File: config.mk
export PLATFORM = sky130hd
export DESIGN_NAME = mciir_hist_mem
export DESIGN_NICKNAME = d
export VERILOG_FILES = /design/src/sv/mciir_pkg.sv /design/src/sv/mciir_hist_mem.sv
export SDC_FILE = /design/constraint.sdc
export NUM_CORES = 1
export LEC_CHECK = 0
export BUFFER_PORTS_ARGS = -buffer_cell sky130_fd_sc_hd__buf_2
export CAP_MARGIN = 5
export CORE_ASPECT_RATIO = 0.5
export CORE_MARGIN = 5
export CORE_UTILIZATION = 24
export CTS_BUF_LIST = sky130_fd_sc_hd__clkbuf_16
export CTS_CLUSTER_DIAMETER = 100
export DETAILED_ROUTE_END_ITERATION = 8
export PLACE_DENSITY = 0.44
export SETUP_SLACK_MARGIN = 0.1
export SYNTH_ARGS = -nofsm -noshare
export SYNTH_HDL_FRONTEND = slang
export SYNTH_SLANG_ARGS = --single-unit
export TNS_END_PERCENT = 10
File: constraint.sdc
create_clock -name clk -period 17.2 [get_ports clk]
set_input_delay 3.44 -clock clk [delete_from_list [all_inputs] [get_ports clk]]
set_output_delay 3.44 -clock clk [all_outputs]
set_load 0.02 [all_outputs]
File: src/sv/mciir_pkg.sv
package mciir_pkg;

  localparam int SAMPLE_W = 16;
  localparam int CH_W     = 2;
  localparam int MODE_W   = 2;
  localparam int COEF_W   = 24;
  localparam int HIST_W   = 40;
  localparam int IDX_W    = 3;
  localparam int NUM_LAGS = 4;

  localparam int DEF_NUM_CHANNELS = 3;
  localparam int DEF_MAX_ORDER    = 4;

  // stages 1 to 4 hold items whose history has not been written back
  localparam int HAZ_SLOTS = 4;

  localparam logic [IDX_W-1:0] REG_FILTER_MODE   = 3'd0;
  localparam logic [IDX_W-1:0] REG_INPUT_GAIN    = 3'd1;
  localparam logic [IDX_W-1:0] REG_FEEDBACK_LAG1 = 3'd2;
  localparam logic [IDX_W-1:0] REG_FEEDBACK_LAG2 = 3'd3;
  localparam logic [IDX_W-1:0] REG_FEEDBACK_LAG3 = 3'd4;
  localparam logic [IDX_W-1:0] REG_FEEDBACK_LAG4 = 3'd5;

  localparam logic [MODE_W-1:0] MODE_BYPASS = 2'd0;
  localparam logic [MODE_W-1:0] MODE_FIRST  = 2'd1;
  localparam logic [MODE_W-1:0] MODE_SECOND = 2'd2;
  localparam logic [MODE_W-1:0] MODE_FOURTH = 2'd3;

  localparam logic [MODE_W-1:0]        MODE_RST = MODE_FOURTH;
  localparam logic signed [COEF_W-1:0] GAIN_RST = 24'sd41537;
  localparam logic signed [COEF_W-1:0] LAG1_RST = 24'sd7363124;
  localparam logic signed [COEF_W-1:0] LAG2_RST = -24'sd5586847;
  localparam logic signed [COEF_W-1:0] LAG3_RST = 24'sd2056564;
  localparam logic signed [COEF_W-1:0] LAG4_RST = -24'sd303128;

  typedef struct packed {
    logic [MODE_W-1:0]                 mode;
    logic [COEF_W-1:0]                 gain;
    logic [NUM_LAGS-1:0][COEF_W-1:0]   lag;
  } cfg_t;

  typedef struct packed {
    logic            valid;
    logic [CH_W-1:0] channel;
  } slot_t;

  function automatic logic [2:0] order_of(input logic [MODE_W-1:0] mode);
    logic [2:0] ord;
    unique case (mode)
      MODE_BYPASS: ord = 3'd0;
      MODE_FIRST:  ord = 3'd1;
      MODE_SECOND: ord = 3'd2;
      MODE_FOURTH: ord = 3'd4;
    endcase
    return ord;
  endfunction

  function automatic logic [2:0] binom_weight(input logic [2:0] ord, input logic [2:0] j);
    logic [2:0] w;
    w = 3'd0;
    case (ord)
      3'd1: begin
        case (j)
          3'd1:    w = 3'd1;
          default: w = 3'd0;
        endcase
      end
      3'd2: begin
        case (j)
          3'd1:    w = 3'd2;
          3'd2:    w = 3'd1;
          default: w = 3'd0;
        endcase
      end
      3'd4: begin
        case (j)
          3'd1:    w = 3'd4;
          3'd2:    w = 3'd6;
          3'd3:    w = 3'd4;
          3'd4:    w = 3'd1;
          default: w = 3'd0;
        endcase
      end
      default: w = 3'd0;
    endcase
    return w;
  endfunction

endpackage

File: src/sv/mciir_hist_mem.sv
module mciir_hist_mem #(
  parameter int NUM_CHANNELS = mciir_pkg::DEF_NUM_CHANNELS,
  parameter int MAX_ORDER    = mciir_pkg::DEF_MAX_ORDER,
  parameter int CH_AW        = (NUM_CHANNELS > 1) ? $clog2(NUM_CHANNELS) : 1
) (
  input  logic                                         clk,
  input  logic                                         rst,
  input  logic                                         rd_en,
  input  logic [CH_AW-1:0]                             rd_addr,
  output logic [MAX_ORDER-1:0][mciir_pkg::HIST_W-1:0]  rd_row,
  input  logic                                         wr_en,
  input  logic [CH_AW-1:0]                             wr_addr,
  input  logic [MAX_ORDER-1:0][mciir_pkg::HIST_W-1:0]  wr_row
);
  import mciir_pkg::*;

  localparam int ROWS2 = 1 << CH_AW;

  logic [MAX_ORDER-1:0][HIST_W-1:0] mem [NUM_CHANNELS];
  logic [MAX_ORDER-1:0][HIST_W-1:0] rd_data;
  logic [ROWS2-1:0]                 written;
  logic                             rd_written;

  always_ff @(posedge clk) begin
    if (wr_en) begin
      mem[wr_addr] <= wr_row;
    end
    if (rd_en) begin
      rd_data    <= mem[rd_addr];
      rd_written <= written[rd_addr];
    end
  end

  // a row never written reads as zero
  always_ff @(posedge clk) begin
    if (rst) begin
      written <= '0;
    end else if (wr_en) begin
      written[wr_addr] <= 1'b1;
    end
  end

  assign rd_row = rd_written ? rd_data : '0;

endmodule

==> metrics.txt <==
status complete, no violations; Int Power about 2.7 mW; WL met3 roughly 1500 µm; ratio of cells with drive above 1 in the final layout 24.53%; normalized max-slew margin between 30% and 40%; worst-skew pair later-pin latency just under 600 ps; RSZ-0062 raised after global routing false; Detailed Place HPWL approximately 34000 µm; Critical Path Sink rd_row[109]; Peak Freq approximately 150 MHz; most frequent cells in the layout 641 x edfxtp_1, 324 x buf_2, 160 x mux2i_1, 160 x nand2_1, 160 x and2_1; GP Congestion approximately 0.71; crit path from rd_written$_DFFE_PP_; flops & latches, synth roughly 650; antenna-violating nets left 0; synthesized instance count roughly 1.4k; skew final around 17 ps; Nets around 1.9k; CTS tree built; fillers just under 10k; DR vias/cell between 3 and 4; Tot Pwr between 3 and 4 mW; Setup crit end kind primary output; peak supply drop roughly 0.00005 V; H-tree depth 3; remaining global-route overflow 0; Routed WL 56250 µm; Seq/Total Area, Yosys approximately four fifths; reg-to-reg endpoint rd_written$_DFFE_PP_; static leakage 10.65 nW; DR vias between 10k and 15k; vias in the first global route roughly 12k; Syn. warnings 0; Remaining DRCs 0; FF-to-FF setup slack ~16000 ps; DR iter-0 viols 580; clock sink count between 600 and 700; Tmin final 6568 ps; Avg WL per Cell about 18 µm; max layer used met4; Synth Net Count ~1.5k; Port Buffers between 300 and 400; Post-CTS Setup Bufs 0; Post-Syn Area roughly 24000 µm²; Die X 455.9 µm; Final setup viols 0; drt first pass iters 5; Final Cycle Share about two fifths; fin. max-slew vios 0; clock transition at the registers of the reported paths about 60 ps; register area ~19000 µm²; first-pass GRT wire length 80620 µm; CTS resizes 0; RR Startpoint written[3]$_SDFFE_PP0P_; full die area around 110000 µm²; starting density of the core around 24%; Logic pwr share 6.0%; area grow syn2layout 21.37%; WS Path Type reg2out; GRT Util Overall approximately a tenth; met2 WL 33060 µm; power per standard cell area between 100 and 150 nW/µm²; mean post-synth cell area between 15 and 20 µm²; reg2reg path depth 1; Flop pwr share between 50% and 60%; TritonCTS Buffers a little under 70; antenna violations before repair 22; crit path launch type flop; wire length on met1 20380 µm; row count a little over 80; # hold bufs at CTS 0; Worst Path Required roughly 14000 ps; number of distinct library cells after synthesis 21; area of the multi-input gates ~4100 µm²; Max Buffers Root-to-Sink 3; core area ~98000 µm²; Clk network pwr share roughly 40%; Sw Pwr 0.7463 mW; worst-path maximum fanout around 80; CTS root buf clkbuf_16; top-level I/O count around 330; largest net degree at the start of global routing between 100 and 150; setup TNS 0 ps; Worst Tran Pin Value slightly above 1000 ps; Net Sw Frac around 22%; commonest non-fill, non-tap cell in the layout edfxtp_1; Die Y 232.9 µm; Hold Path Class reg2reg; Critical Path AT between 3000 and 4000 ps; final hold violations 0; max-cap viol count 0
==> how the worst min path moves through the flow <==
stage | end | cells after the start | slack [ps] | from
after global placement | written[2]$_SDFFE_PP0P_ | 1 | 460 | written[2]$_SDFFE_PP0P_
after detailed placement | written[2]$_SDFFE_PP0P_ | 1 | 460 | written[2]$_SDFFE_PP0P_
after global routing | written[2]$_SDFFE_PP0P_ | 1 | 510 | written[2]$_SDFFE_PP0P_
after floorplan | written[1]$_SDFFE_PP0P_ | 2 | 420 | written[1]$_SDFFE_PP0P_
after CTS | written[1]$_SDFFE_PP0P_ | 2 | 470 | written[1]$_SDFFE_PP0P_
final | written[1]$_SDFFE_PP0P_ | 2 | 460 | written[1]$_SDFFE_PP0P_
==> layout make-up <==
cell class / instances / area share, %
clock buffer: 70 / 6.050
multi-input combinational: 649 / 14.14
inverter: 2 / 0.04321
antenna: 13 / 0.1123
clock inverter: 51 / 0.9982
timing repair buffer: 340 / 6.166
tap: 1328 / 5.738
sequential: 645 / 66.75
==> flip-flops by register name (all words and copies together), names as in the netlist <==
signal	flops
rd_written	1
rd_data	160
written	4
mem	480
==> cells in the mapped netlist <==
cell type | n | area [µm²]
nand3b_1 | 1 | 7.510
a21oi_1 | 1 | 5.000
buf_8 | 11 | 165.2
o21ai_1 | 100 | 500.5
mux4_2 | 1 | 22.52
buf_4 | 8 | 60.06
nor2_1 | 1 | 3.750
nor3b_1 | 1 | 7.510
o21ba_2 | 2 | 20.02
buf_1 | 5 | 18.77
edfxtp_1 | 641 | 19250
a31oi_1 | 1 | 6.260
and3b_1 | 1 | 8.760
nand2_1 | 160 | 600.6
clkbuf_1 | 34 | 127.6
buf_2 | 13 | 65.06
mux2i_1 | 160 | 1602
inv_1 | 2 | 7.510
and2_1 | 160 | 1001
dfxtp_1 | 4 | 80.08
o21ai_0 | 60 | 300.3
==> worst max-delay path, stage by stage (launching register included) <==
cell	delay [ps]
edfxtp_1	910
buf_4	610
buf_4	570
and2_1	220
buf_2	160
==> kinds of logic (layout without fill, tap and decap cells) <==
family	Yosys count	count (layout)	synth area share, %
AO/OA/AOI/OAI	164	164	3.488
flip-flops	645	645	81.02
other	0	13	0
AND/OR/NAND/NOR	324	324	6.828
buffers and inverters	73	463	1.862
multiplexers	161	161	6.807
==> through the flow <==
step                      hold slack [ps]  cell area [µm²]  utilization [%]  instances  setup slack, ps
after floorplan                     416.4            23860                -       1367             1192
after global placement              462.1            26880            27.37       2964            10670
after detailed placement            464.4            26880            27.37       2964            10610
after CTS                           473.1            28920            29.45       3085            10400
after global routing                506.2            28930            29.46       3087            10230
final                               464.8            28960            29.48       3098            10630
==> power by group through the flow <==
stage                     Combinational [mW]  Sequential, mW  Clock (mW)
after floorplan                        0.122            1.88           0
after global placement                 0.212            1.88           0
after detailed placement               0.214            1.89           0
after CTS                              0.215            1.85        1.40
after global routing                   0.228            1.86        1.47
final                                  0.206            1.85        1.35
==> routing by layer <==
| metal | vias up | track usage, % |
|---|---|---|
| met3 | 91 | 1.987 |
| met4 | 0 | 3.137 |
| met5 | - | 0 |
| met2 | 153 | 20.75 |
| li1 | 5794 | - |
| met1 | 6010 | 10.50 |
(Power assumes the default switching activity.)
