File: src/sv/mciir_pkg.sv
package mciir_pkg;

  localparam int SAMPLE_W = 16;
  localparam int CH_W     = 2;
  localparam int MODE_W   = 2;
  localparam int COEF_W   = 24;
  localparam int HIST_W   = 40;
  localparam int IDX_W    = 3;
  localparam int NUM_LAGS = 4;

  localparam int DEF_NUM_CHANNELS = 3;
  localparam int DEF_MAX_ORDER    = 4;

  // stages 1 to 4 hold items whose history has not been written back
  localparam int HAZ_SLOTS = 4;

  localparam logic [IDX_W-1:0] REG_FILTER_MODE   = 3'd0;
  localparam logic [IDX_W-1:0] REG_INPUT_GAIN    = 3'd1;
  localparam logic [IDX_W-1:0] REG_FEEDBACK_LAG1 = 3'd2;
  localparam logic [IDX_W-1:0] REG_FEEDBACK_LAG2 = 3'd3;
  localparam logic [IDX_W-1:0] REG_FEEDBACK_LAG3 = 3'd4;
  localparam logic [IDX_W-1:0] REG_FEEDBACK_LAG4 = 3'd5;

  localparam logic [MODE_W-1:0] MODE_BYPASS = 2'd0;
  localparam logic [MODE_W-1:0] MODE_FIRST  = 2'd1;
  localparam logic [MODE_W-1:0] MODE_SECOND = 2'd2;
  localparam logic [MODE_W-1:0] MODE_FOURTH = 2'd3;

  localparam logic [MODE_W-1:0]        MODE_RST = MODE_FOURTH;
  localparam logic signed [COEF_W-1:0] GAIN_RST = 24'sd41537;
  localparam logic signed [COEF_W-1:0] LAG1_RST = 24'sd7363124;
  localparam logic signed [COEF_W-1:0] LAG2_RST = -24'sd5586847;
  localparam logic signed [COEF_W-1:0] LAG3_RST = 24'sd2056564;
  localparam logic signed [COEF_W-1:0] LAG4_RST = -24'sd303128;

  typedef struct packed {
    logic [MODE_W-1:0]                 mode;
    logic [COEF_W-1:0]                 gain;
    logic [NUM_LAGS-1:0][COEF_W-1:0]   lag;
  } cfg_t;

  typedef struct packed {
    logic            valid;
    logic [CH_W-1:0] channel;
  } slot_t;

  function automatic logic [2:0] order_of(input logic [MODE_W-1:0] mode);
    logic [2:0] ord;
    unique case (mode)
      MODE_BYPASS: ord = 3'd0;
      MODE_FIRST:  ord = 3'd1;
      MODE_SECOND: ord = 3'd2;
      MODE_FOURTH: ord = 3'd4;
    endcase
    return ord;
  endfunction

  function automatic logic [2:0] binom_weight(input logic [2:0] ord, input logic [2:0] j);
    logic [2:0] w;
    w = 3'd0;
    case (ord)
      3'd1: begin
        case (j)
          3'd1:    w = 3'd1;
          default: w = 3'd0;
        endcase
      end
      3'd2: begin
        case (j)
          3'd1:    w = 3'd2;
          3'd2:    w = 3'd1;
          default: w = 3'd0;
        endcase
      end
      3'd4: begin
        case (j)
          3'd1:    w = 3'd4;
          3'd2:    w = 3'd6;
          3'd3:    w = 3'd4;
          3'd4:    w = 3'd1;
          default: w = 3'd0;
        endcase
      end
      default: w = 3'd0;
    endcase
    return w;
  endfunction

endpackage

File: src/sv/mciir_cfg.sv
module mciir_cfg (
  input  logic                          clk,
  input  logic                          rst,
  input  logic                          write_enable,
  input  logic [mciir_pkg::IDX_W-1:0]   write_index,
  input  logic [mciir_pkg::COEF_W-1:0]  write_data,
  output mciir_pkg::cfg_t               cfg
);
  import mciir_pkg::*;

  always_ff @(posedge clk) begin
    if (rst) begin
      cfg.mode   <= MODE_RST;
      cfg.gain   <= GAIN_RST;
      cfg.lag[0] <= LAG1_RST;
      cfg.lag[1] <= LAG2_RST;
      cfg.lag[2] <= LAG3_RST;
      cfg.lag[3] <= LAG4_RST;
    end else if (write_enable) begin
      unique case (write_index)
        REG_FILTER_MODE:   cfg.mode   <= write_data[MODE_W-1:0];
        REG_INPUT_GAIN:    cfg.gain   <= write_data;
        REG_FEEDBACK_LAG1: cfg.lag[0] <= write_data;
        REG_FEEDBACK_LAG2: cfg.lag[1] <= write_data;
        REG_FEEDBACK_LAG3: cfg.lag[2] <= write_data;
        REG_FEEDBACK_LAG4: cfg.lag[3] <= write_data;
        default: ;
      endcase
    end
  end

endmodule

File: config.mk
export PLATFORM = sky130hd
export DESIGN_NAME = mciir_cfg
export DESIGN_NICKNAME = d
export VERILOG_FILES = /design/src/sv/mciir_pkg.sv /design/src/sv/mciir_cfg.sv
export SDC_FILE = /design/constraint.sdc
export NUM_CORES = 1
export LEC_CHECK = 0
export ABC_AREA = 1
export BUFFER_PORTS_ARGS = -buffer_cell sky130_fd_sc_hd__buf_2
export CAP_MARGIN = 20
export CORE_MARGIN = 3
export CORE_UTILIZATION = 50
export CTS_CLUSTER_SIZE = 10
export DETAILED_ROUTE_END_ITERATION = 16
export PLACE_DENSITY = 0.78
export SLEW_MARGIN = 20
export SYNTH_ARGS = -nofsm -noshare
export SYNTH_HDL_FRONTEND = slang
export SYNTH_SLANG_ARGS = --single-unit
File: constraint.sdc
create_clock -name clk -period 1.2 [get_ports clk]
set_input_delay 0.24 -clock clk [delete_from_list [all_inputs] [get_ports clk]]
set_output_delay 0.24 -clock clk [all_outputs]
set_load 0.02 [all_outputs]
==> results by group, run 1 <==
Status
  • Status: complete, but fails checks
  • Failing checks: setup timing

Clock tree
  • Clock latency on the worst-skew pair: 0.52 ns
  • H-Tree Depth: 4
  • Clock-pin slew on the worst setup and hold paths: 0.06 ns
  • TritonCTS Buffers: 17
  • TritonCTS clock tree: yes
  • Root Driver: clkbuf_8
  • Max clock buf depth: 2
  • Clock sink total: 122

GRT
  • First-pass GRT wire length: 26,900 um
  • Tot GR Track Use: 34.1%
  • Pin count of the biggest net entering global routing: 51
  • Overflow after GRT: 0
  • Vias in the first global route: 5,221
  • Initial antenna violation count: 0

Synth
  • Most frequent cells after synthesis: nand2_1, nor2_1, nand3_1
  • Synth Cell Area: 4630 um^2
  • Top cell type's share of synthesized area: 52.7%
  • Netlist cell types: 14
  • Syn. warnings: 0
  • Post-Syn Nets: 674
  • Cell with the most instances after synthesis: nand2_1
  • Sequential area share after synthesis: 52.7%
  • Async SR Flop Fraction: 0%
  • Synth top area cells: dfxtp_1, nand2_1, nand3_1
  • Post-synth EDFFs: 0
  • Flops & latches, synth: 122
  • Mapped Cells: 644
  • Ys flop type: dfxtp_1
  • Syn avg cell area: 7.20 um^2
  • Synth area leader: dfxtp_1

Timing
  • Hold Vio Cnt, Final: 0
  • Fmax: 800 MHz
  • Fin crit share: 104%
  • RSZ-0062 raised after global routing: yes
  • Setup Skew: 0 ns
  • Setup violations, final: 120
  • Final hold slack: 0.0118 ns
  • Slew Viols, Final: 0
  • Final setup margin: -0.0506 ns
  • Fin crit period: 1.25 ns
  • Worst slew pin tran: 0.349 ns
  • Worst rel slew slack: 76.6%

Finish
  • Biggest register: cfg
  • Filler cells: 486
  • Inserted Diodes: 0
  • Layout cells sized above 1: 42.5%
  • Largest regs: cfg: 122 flops
  • NumNets Final: 873
  • Max reg flops: 122
  • Final std cells w/o fill: 962
  • Area grow syn2layout: 61.2%
  • FF+latch area: 2600 um^2
  • Area of the multi-input gates: 1900 um^2

Critical path
  • Setup crit end kind: output port
  • CP max stage cell: dfxtp_2
  • Critical Path RT: 0.96 ns
  • CP startpoint kind: register
  • Critical path's largest stage delay: 0.36 ns
  • Crit-path leading delay family: flip-flops
  • Arrival time worst endpoint: 1.01 ns
  • CP Class: register to output port
  • Worst-path fanout max: 2
  • Crit path buf inv count: 1
  • Worst path cell trace: buf_6

Min path
  • Hold Path Class: input port to register

Place
  • GPL Wtd Cong: 0.882
  • Total instance count after detailed placement: 892
  • Post-DP HPWL: 10,100 um
  • Input/output buffers: 151

Pwr
  • Pwr/cell area: 1390 nW/um^2
  • Lkg Pwr: 3.56 nW
  • Maximum vdd drop: 0.00102 V
  • Final Power: 0.0104 W

Floorplanning
  • Std cell rows: 34
  • Die ar.: 10,500 um^2
  • Top Ports: 152
  • Initial Util: 52.4%
  • Die Ht: 102 um
  • Die width: 102 um
  • Total core area: 8850 um^2

Routing
  • Final WL: 17,600 um
  • Pre-antenna DRT Iters: 6
  • DR iter-0 viols: 356
  • Vias: 5,294
  • ANT nets after route: 0
  • Drt via density: 5.50
  • Routed wire per std cell: 18.3 um
  • # DRC: 0

Job
  • Max_cap viols: 0
[worst min-delay path: stages]
cell and delay, ns:
buf_2 0.14, nand2_1 0.06, nand3_1 0.06
[power by group]
part,internal [W],switching (W)
clock,0.00292,0.00179
combinational,0.000581,0.000767
sequential,0.00423,0.000121
[final timing paths]
kind,startpoint,end,slack [ns],cells past startpoint
hold reg to reg,cfg[43],cfg[43],0.46,2
setup reg to reg,cfg[22],cfg[22],0.35,4
setup / recovery,cfg[109],cfg[109],-0.05,1
hold / removal,write_data[17],cfg[65],0.01,3
[cells in the final DEF, fill, tap and decap left out, types with 16 or more instances in the layout]
cell	instances
nand2_1	186
dfxtp_2	121
clkbuf_16	16
dlygate4sd3_1	17
buf_2	29
inv_1	27
nand3_1	124
nor2_1	135
buf_6	122
buf_4	39
[layout make-up]
type / count / share of cell area [%]
inverters: 31 / 1.57
repair buffers: 217 / 29.2
clock buffers: 22 / 6.33
multi-input cells: 454 / 25.4
clock inverters: 8 / 0.938
well taps: 108 / 1.81
flip-flops and latches: 122 / 34.8
[kinds of logic after synthesis]
| family | after synthesis | share of synthesized area [%] |
|---|---|---|
| AND/OR/NAND/NOR | 454 | 40.8 |
| flip-flops | 122 | 52.7 |
| buffers and inverters | 68 | 6.48 |
[what timing repair did]
action / 4_1_cts / 5_1_grt
resized for setup: 366 / 1
endpoints found under the hold margin: 29 / 0
hold buffers: 17 / 0
setup endpoints to repair: 122 / 122
setup buffers: 10 / 13
[routing by layer]
layer / GRT usage (%) / vias to the layer above / wire length, um
met1: 38.4 / 2442 / 6240
met5: 0 / - / 0
met2: 58.3 / 364 / 8930
met4: 19.7 / 0 / 817
li1: - / 2405 / -
met3: 8.46 / 83 / 1580
[through the flow]
step	instance area, um^2	setup TNS (ns)	setup slack [ns]	utilization [%]
finish	7470	-2.40	-0.0506	84.4
global route	7470	-4.46	-0.0616	84.4
CTS	7370	-2.30	-0.0477	83.3
detailed placement	5670	-0.116	-0.0268	64.1
global placement	5670	0	0.0413	64.1
floorplan	4630	0	0.146	-
Note: power is estimated with default switching activity, not from simulation.
==> run 2: changes to the inputs <==
- CORE_MARGIN: 3 -> 2
- clock period: 1.2 -> 1.42 ns (I/O delays scaled with it)
==> results by group, run 2 (synthesis results as in run 1) <==
GRT
  • Overflow after GRT: 0 (unchanged)
  • First-pass GRT wire length: 21,500 um (-20%)
  • Pin count of the biggest net entering global routing: 85 (+67%)
  • Vias in the first global route: 4,378 (-16%)
  • Tot GR Track Use: 27.8% (-6.3 points)
  • Initial antenna violation count: 0 (unchanged)

Finish
  • Inserted Diodes: 0 (unchanged)
  • Final core utilization: 67.7% (-17 points)
  • Most frequent cells in the layout: nand2_1, buf_2, nor2_1, nand3_1, dfxtp_1
  • Biggest register: cfg
  • Max reg flops: 122 (unchanged)
  • Layout cells sized above 1: 26.3% (-16 points)
  • Largest regs: cfg: 122 flops
  • NumNets Final: 829 (-5.0%)
  • Area grow syn2layout: 33.2%
  • Commonest non-fill, non-tap cell in the layout: nand2_1

Critical path
  • CP startpoint kind: register
  • R2R Setup Slk: 0.81 ns (+0.46 ns)
  • Arrival time worst endpoint: 1.06 ns (+0.05 ns)
  • Setup crit end kind: output port
  • Crit-path leading delay family: flip-flops
  • Worst-path fanout max: 2 (unchanged)
  • Critical Path RT: 1.14 ns (+0.18 ns)
  • Critical path's largest stage delay: 0.37 ns (about the same)
  • CP max stage cell: dfxtp_1
  • CP Class: register to output port
  • Crit path buf inv count: 1 (unchanged)
  • Worst path cell trace: buf_2

Place
  • Post-DP HPWL: 10,100 um (about the same)
  • Input/output buffers: 151 (unchanged)
  • Place WS: 0.0590 ns (+0.0858 ns)
  • GPL Wtd Cong: 0.930 (+5.4%)

Pwr
  • Lkg Pwr: 3.11 nW (-13%)
  • Pwr/cell area: 1400 nW/um^2 (+0.50%)
  • Maximum vdd drop: 0.000786 V (-23%)
  • Final Power: 0.00864 W (-17%)

Routing
  • Routed wire per std cell: 15.2 um (-17%)
  • Vias: 4,797 (-9.4%)
  • # DRC: 0 (unchanged)
  • Pre-antenna DRT Iters: 5 (-1)
  • Drt via density: 5.21 (-5.4%)
  • ANT nets after route: 0 (unchanged)
  • DR iter-0 viols: 272 (-24%)
  • Final WL: 14,000 um (-20%)

Clock tree
  • CTS Hold Bufs: 1 (-16)
  • Post-CTS sizing: 0 (-100%)
  • Clock sink total: 122 (unchanged)
  • H-Tree Depth: 4 (unchanged)
  • TritonCTS clock tree: yes
  • Clock-pin slew on the worst setup and hold paths: 0.06 ns (about the same)
  • TritonCTS Buffers: 17 (unchanged)
  • Root Driver: clkbuf_8
  • Clock latency on the worst-skew pair: 0.51 ns (about the same)
  • Max clock buf depth: 2 (unchanged)
  • Post CTS Setup Buffer Count: 0 (-10)

Min path
  • Hold Path Class: input port to register

Floorplanning
  • Die ar.: 10,100 um^2 (-3.9%)
  • Top Ports: 152 (unchanged)
  • Die Ht: 100 um (-2.0%)
  • Std cell rows: 35 (+2.9%)
  • Die width: 100 um (-2.0%)
  • Initial Util: 50.9% (-1.5 points)
  • Total core area: 9110 um^2 (+2.9%)

Timing
  • Setup Skew: 0 ns (unchanged)
  • Worst rel slew slack: 70.1% (-6.5 points)
  • RSZ-0062 raised after global routing: no
  • Final setup margin: 0.0752 ns (+0.126 ns)
  • Fin crit share: 94.7%
  • Fin crit period: 1.34 ns
  • Setup violations, final: 0 (-100%)
  • Final TNS setup: 0 ns (+2.40 ns)
  • Fmax: 744 MHz
  • Slew Viols, Final: 0 (unchanged)
  • Hold Vio Cnt, Final: 0 (unchanged)
  • Worst slew pin tran: 0.447 ns (+0.0978 ns)

Job
  • Max_cap viols: 0 (unchanged)

Status
  • Status: finished, final reports clean
-- run 2: layout make-up --
cell class                 count  area, um^2
tap                          111         139
timing repair buffer         173         998
sequential                   122        2440
fill                         791        2940
multi-input combinational    454        1900
inverter                      31         118
clock buffer                  23         487
clock inverter                 7        90.1
-- run 2: power by group --
part	internal [W]	total [W]	switching, W
Clock	0.00270	0.00415	0.00145
Combinational	0.000281	0.000875	0.000594
Sequential	0.00355	0.00362	0.0000664
Total	0.00653	0.00864	0.00211
-- run 2: metal layers --
metal	GRT usage, %	share of wire (%)	up-vias
met1	34.5	41	2218
met3	8.15	9.4	23
met4	10.0	1.7	0
met5	0	0	-
li1	-	-	2324
met2	45.9	48	232
-- run 2: path summary, 6_finish.rpt --
path,end,depth (start not counted),startpoint
setup / recovery,cfg[110],1,cfg[110]
hold / removal,cfg[75],3,write_data[3]
setup reg to reg,cfg[53],2,cfg[53]
hold reg to reg,cfg[77],2,cfg[77]
-- run 2: worst reg2reg max path: cells and delay by family (launching register included) --
kind,cells,cell delay [ns]
simple gates,2,0.16
flops,1,0.33
-- run 2: metrics by stage --
step,instance area [um^2],std cells,hold WS [ns]
detailed placement,5580,890,0.437
global route,6170,921,0.00822
floorplan,4630,644,0.397
CTS,6170,921,0.00106
finish,6170,921,0.00983
global placement,5580,890,0.434
==> run 3: changes to the inputs <==
- GPL_TIMING_DRIVEN: not set -> 0
==> results by group, run 3 (synthesis results as in run 1) <==
Routing
  • Routed length on met2: 6770 um (+0.44%)
  • Vias: 4,839 (+0.88%)
  • DR iter-0 viols: 248 (-8.8%)
  • # DRC: 0 (unchanged)
  • Final WL: 14,300 um (+1.9%)
  • WL met3: 1270 um (-3.6%)
  • Drt via density: 5.16 (-0.95%)
  • Routed wire per std cell: 15.2 um (about the same)
  • ANT nets after route: 0 (unchanged)
  • Pre-antenna DRT Iters: 7 (+2)
  • Wl on met1: 5900 um (+3.1%)
  • Max layer used: met4

Pwr
  • Pwr/cell area: 1350 nW/um^2 (-3.7%)
  • Final Power: 0.00815 W (-5.7%)
  • Maximum vdd drop: 0.000944 V (+20%)
  • Lkg Pwr: 3.07 nW (-1.3%)

Floorplanning
  • Initial Util: 50.9% (unchanged)
  • Die ar.: 10,100 um^2 (unchanged)
  • Top Ports: 152 (unchanged)
  • Die width: 100 um (unchanged)
  • Total core area: 9110 um^2 (unchanged)
  • Std cell rows: 35 (unchanged)
  • Die Ht: 100 um (unchanged)

Critical path
  • Worst-path fanout max: 2 (unchanged)
  • Crit path buf inv count: 1 (unchanged)
  • Critical path's largest stage delay: 0.37 ns (about the same)
  • Crit-path leading delay family: flip-flops
  • CP max stage cell: dfxtp_1
  • CP Class: register to output port
  • Worst path cell trace: buf_2
  • Critical Path RT: 1.14 ns (about the same)
  • CP startpoint kind: register
  • Arrival time worst endpoint: 1.07 ns (about the same)
  • Setup crit end kind: output port

Clock tree
  • H-Tree Depth: 4 (unchanged)
  • Max clock buf depth: 2 (unchanged)
  • CTS Hold Bufs: 1 (unchanged)
  • TritonCTS Buffers: 17 (unchanged)
  • Post-CTS sizing: 0 (unchanged)
  • Clock latency on the worst-skew pair: 0.51 ns (about the same)
  • Post CTS Setup Buffer Count: 0 (unchanged)
  • Root Driver: clkbuf_8
  • TritonCTS clock tree: yes
  • Clock-pin slew on the worst setup and hold paths: 0.06 ns (about the same)
  • Clock sink total: 122 (unchanged)

Finish
  • Largest regs: cfg: 122 flops
  • NumNets Final: 845 (+1.9%)
  • Commonest non-fill, non-tap cell in the layout: nand2_1
  • Biggest register: cfg
  • Inserted Diodes: 0 (unchanged)
  • Area grow syn2layout: 30.4%
  • Layout cells sized above 1: 25.8% (-0.54 points)
  • Final Instance Area: 6040 um^2 (-2.1%)
  • Most frequent cells in the layout: nand2_1, buf_2, nor2_1, nand3_1, dfxtp_1
  • Max reg flops: 122 (unchanged)
  • Final core utilization: 66.3% (-1.4 points)

Timing
  • Hold Vio Cnt, Final: 0 (unchanged)
  • Setup Skew: 0 ns (unchanged)
  • Final hold slack: 0.00577 ns (-0.00405 ns)
  • Setup violations, final: 0 (unchanged)
  • Fin crit share: 95.1% (+0.41 points)
  • Worst slew pin tran: 0.539 ns (+0.0916 ns)
  • Worst rel slew slack: 64.1% (-6.0 points)
  • Fin crit period: 1.35 ns (+0.00586 ns)
  • RSZ-0062 raised after global routing: no
  • Final setup margin: 0.0693 ns (-0.00586 ns)
  • Slew Viols, Final: 0 (unchanged)
  • Fmax: 740 MHz (-0.43%)

Min path
  • Hold Path Class: input port to register

Job
  • Max_cap viols: 0 (unchanged)

GRT
  • Pin count of the biggest net entering global routing: 17 (-80%)
  • Overflow after GRT: 0 (unchanged)
  • Tot GR Track Use: 29.0% (+1.2 points)
  • Initial antenna violation count: 0 (unchanged)
  • Vias in the first global route: 4,633 (+5.8%)
  • First-pass GRT wire length: 22,700 um (+5.4%)

Place
  • Post-DP HPWL: 10,700 um (+6.6%)
  • Place WS: -0.114 ns (-0.173 ns)
  • Input/output buffers: 151 (unchanged)
  • GPL Wtd Cong: 0.908 (-2.3%)
  • Area post-placement: 5530 um^2 (-0.99%)

Status
  • Status: finished, final reports clean
==> run 3: metal layers <==
layer  track usage [%]  up-vias
li1                  -     2358
met1              35.4     2222
met2              47.3      227
met3              8.91       32
met4              12.5        0
met5                 0        -
==> run 3: layout make-up <==
type                    instances  area [um^2]
plain buffers                  37          184
clock buffers                  23          457
clock inverters                 8         47.5
fillers                       832         3070
inverters                      31          116
multi-input cells             454         1890
flip-flops and latches        122         2440
well taps                     111          139
repair buffers                152          766
==> run 3: final timing paths <==
check | start | end | cells past startpoint | slack, ns
max | cfg[72] | cfg[72] | 1 | 0.07
min | write_data[3] | cfg[75] | 3 | 0.006
max reg2reg | cfg[70] | cfg[70] | 2 | 0.79
min reg2reg | cfg[77] | cfg[77] | 2 | 0.45
==> run 3: power breakdown <==
group | internal (W) | leakage, nW | switching (W)
clock network | 0.00220 | 0.243 | 0.00147
logic | 0.000261 | 1.83 | 0.000603
registers | 0.00355 | 0.994 | 0.0000636
==> run 3: per-stage QoR <==
step                setup TNS [ns]  std cells
finish                           0        938
global route                     0        938
CTS                              0        938
detailed placement           -2.34        906
global placement             -1.07        906
floorplan                        0        644
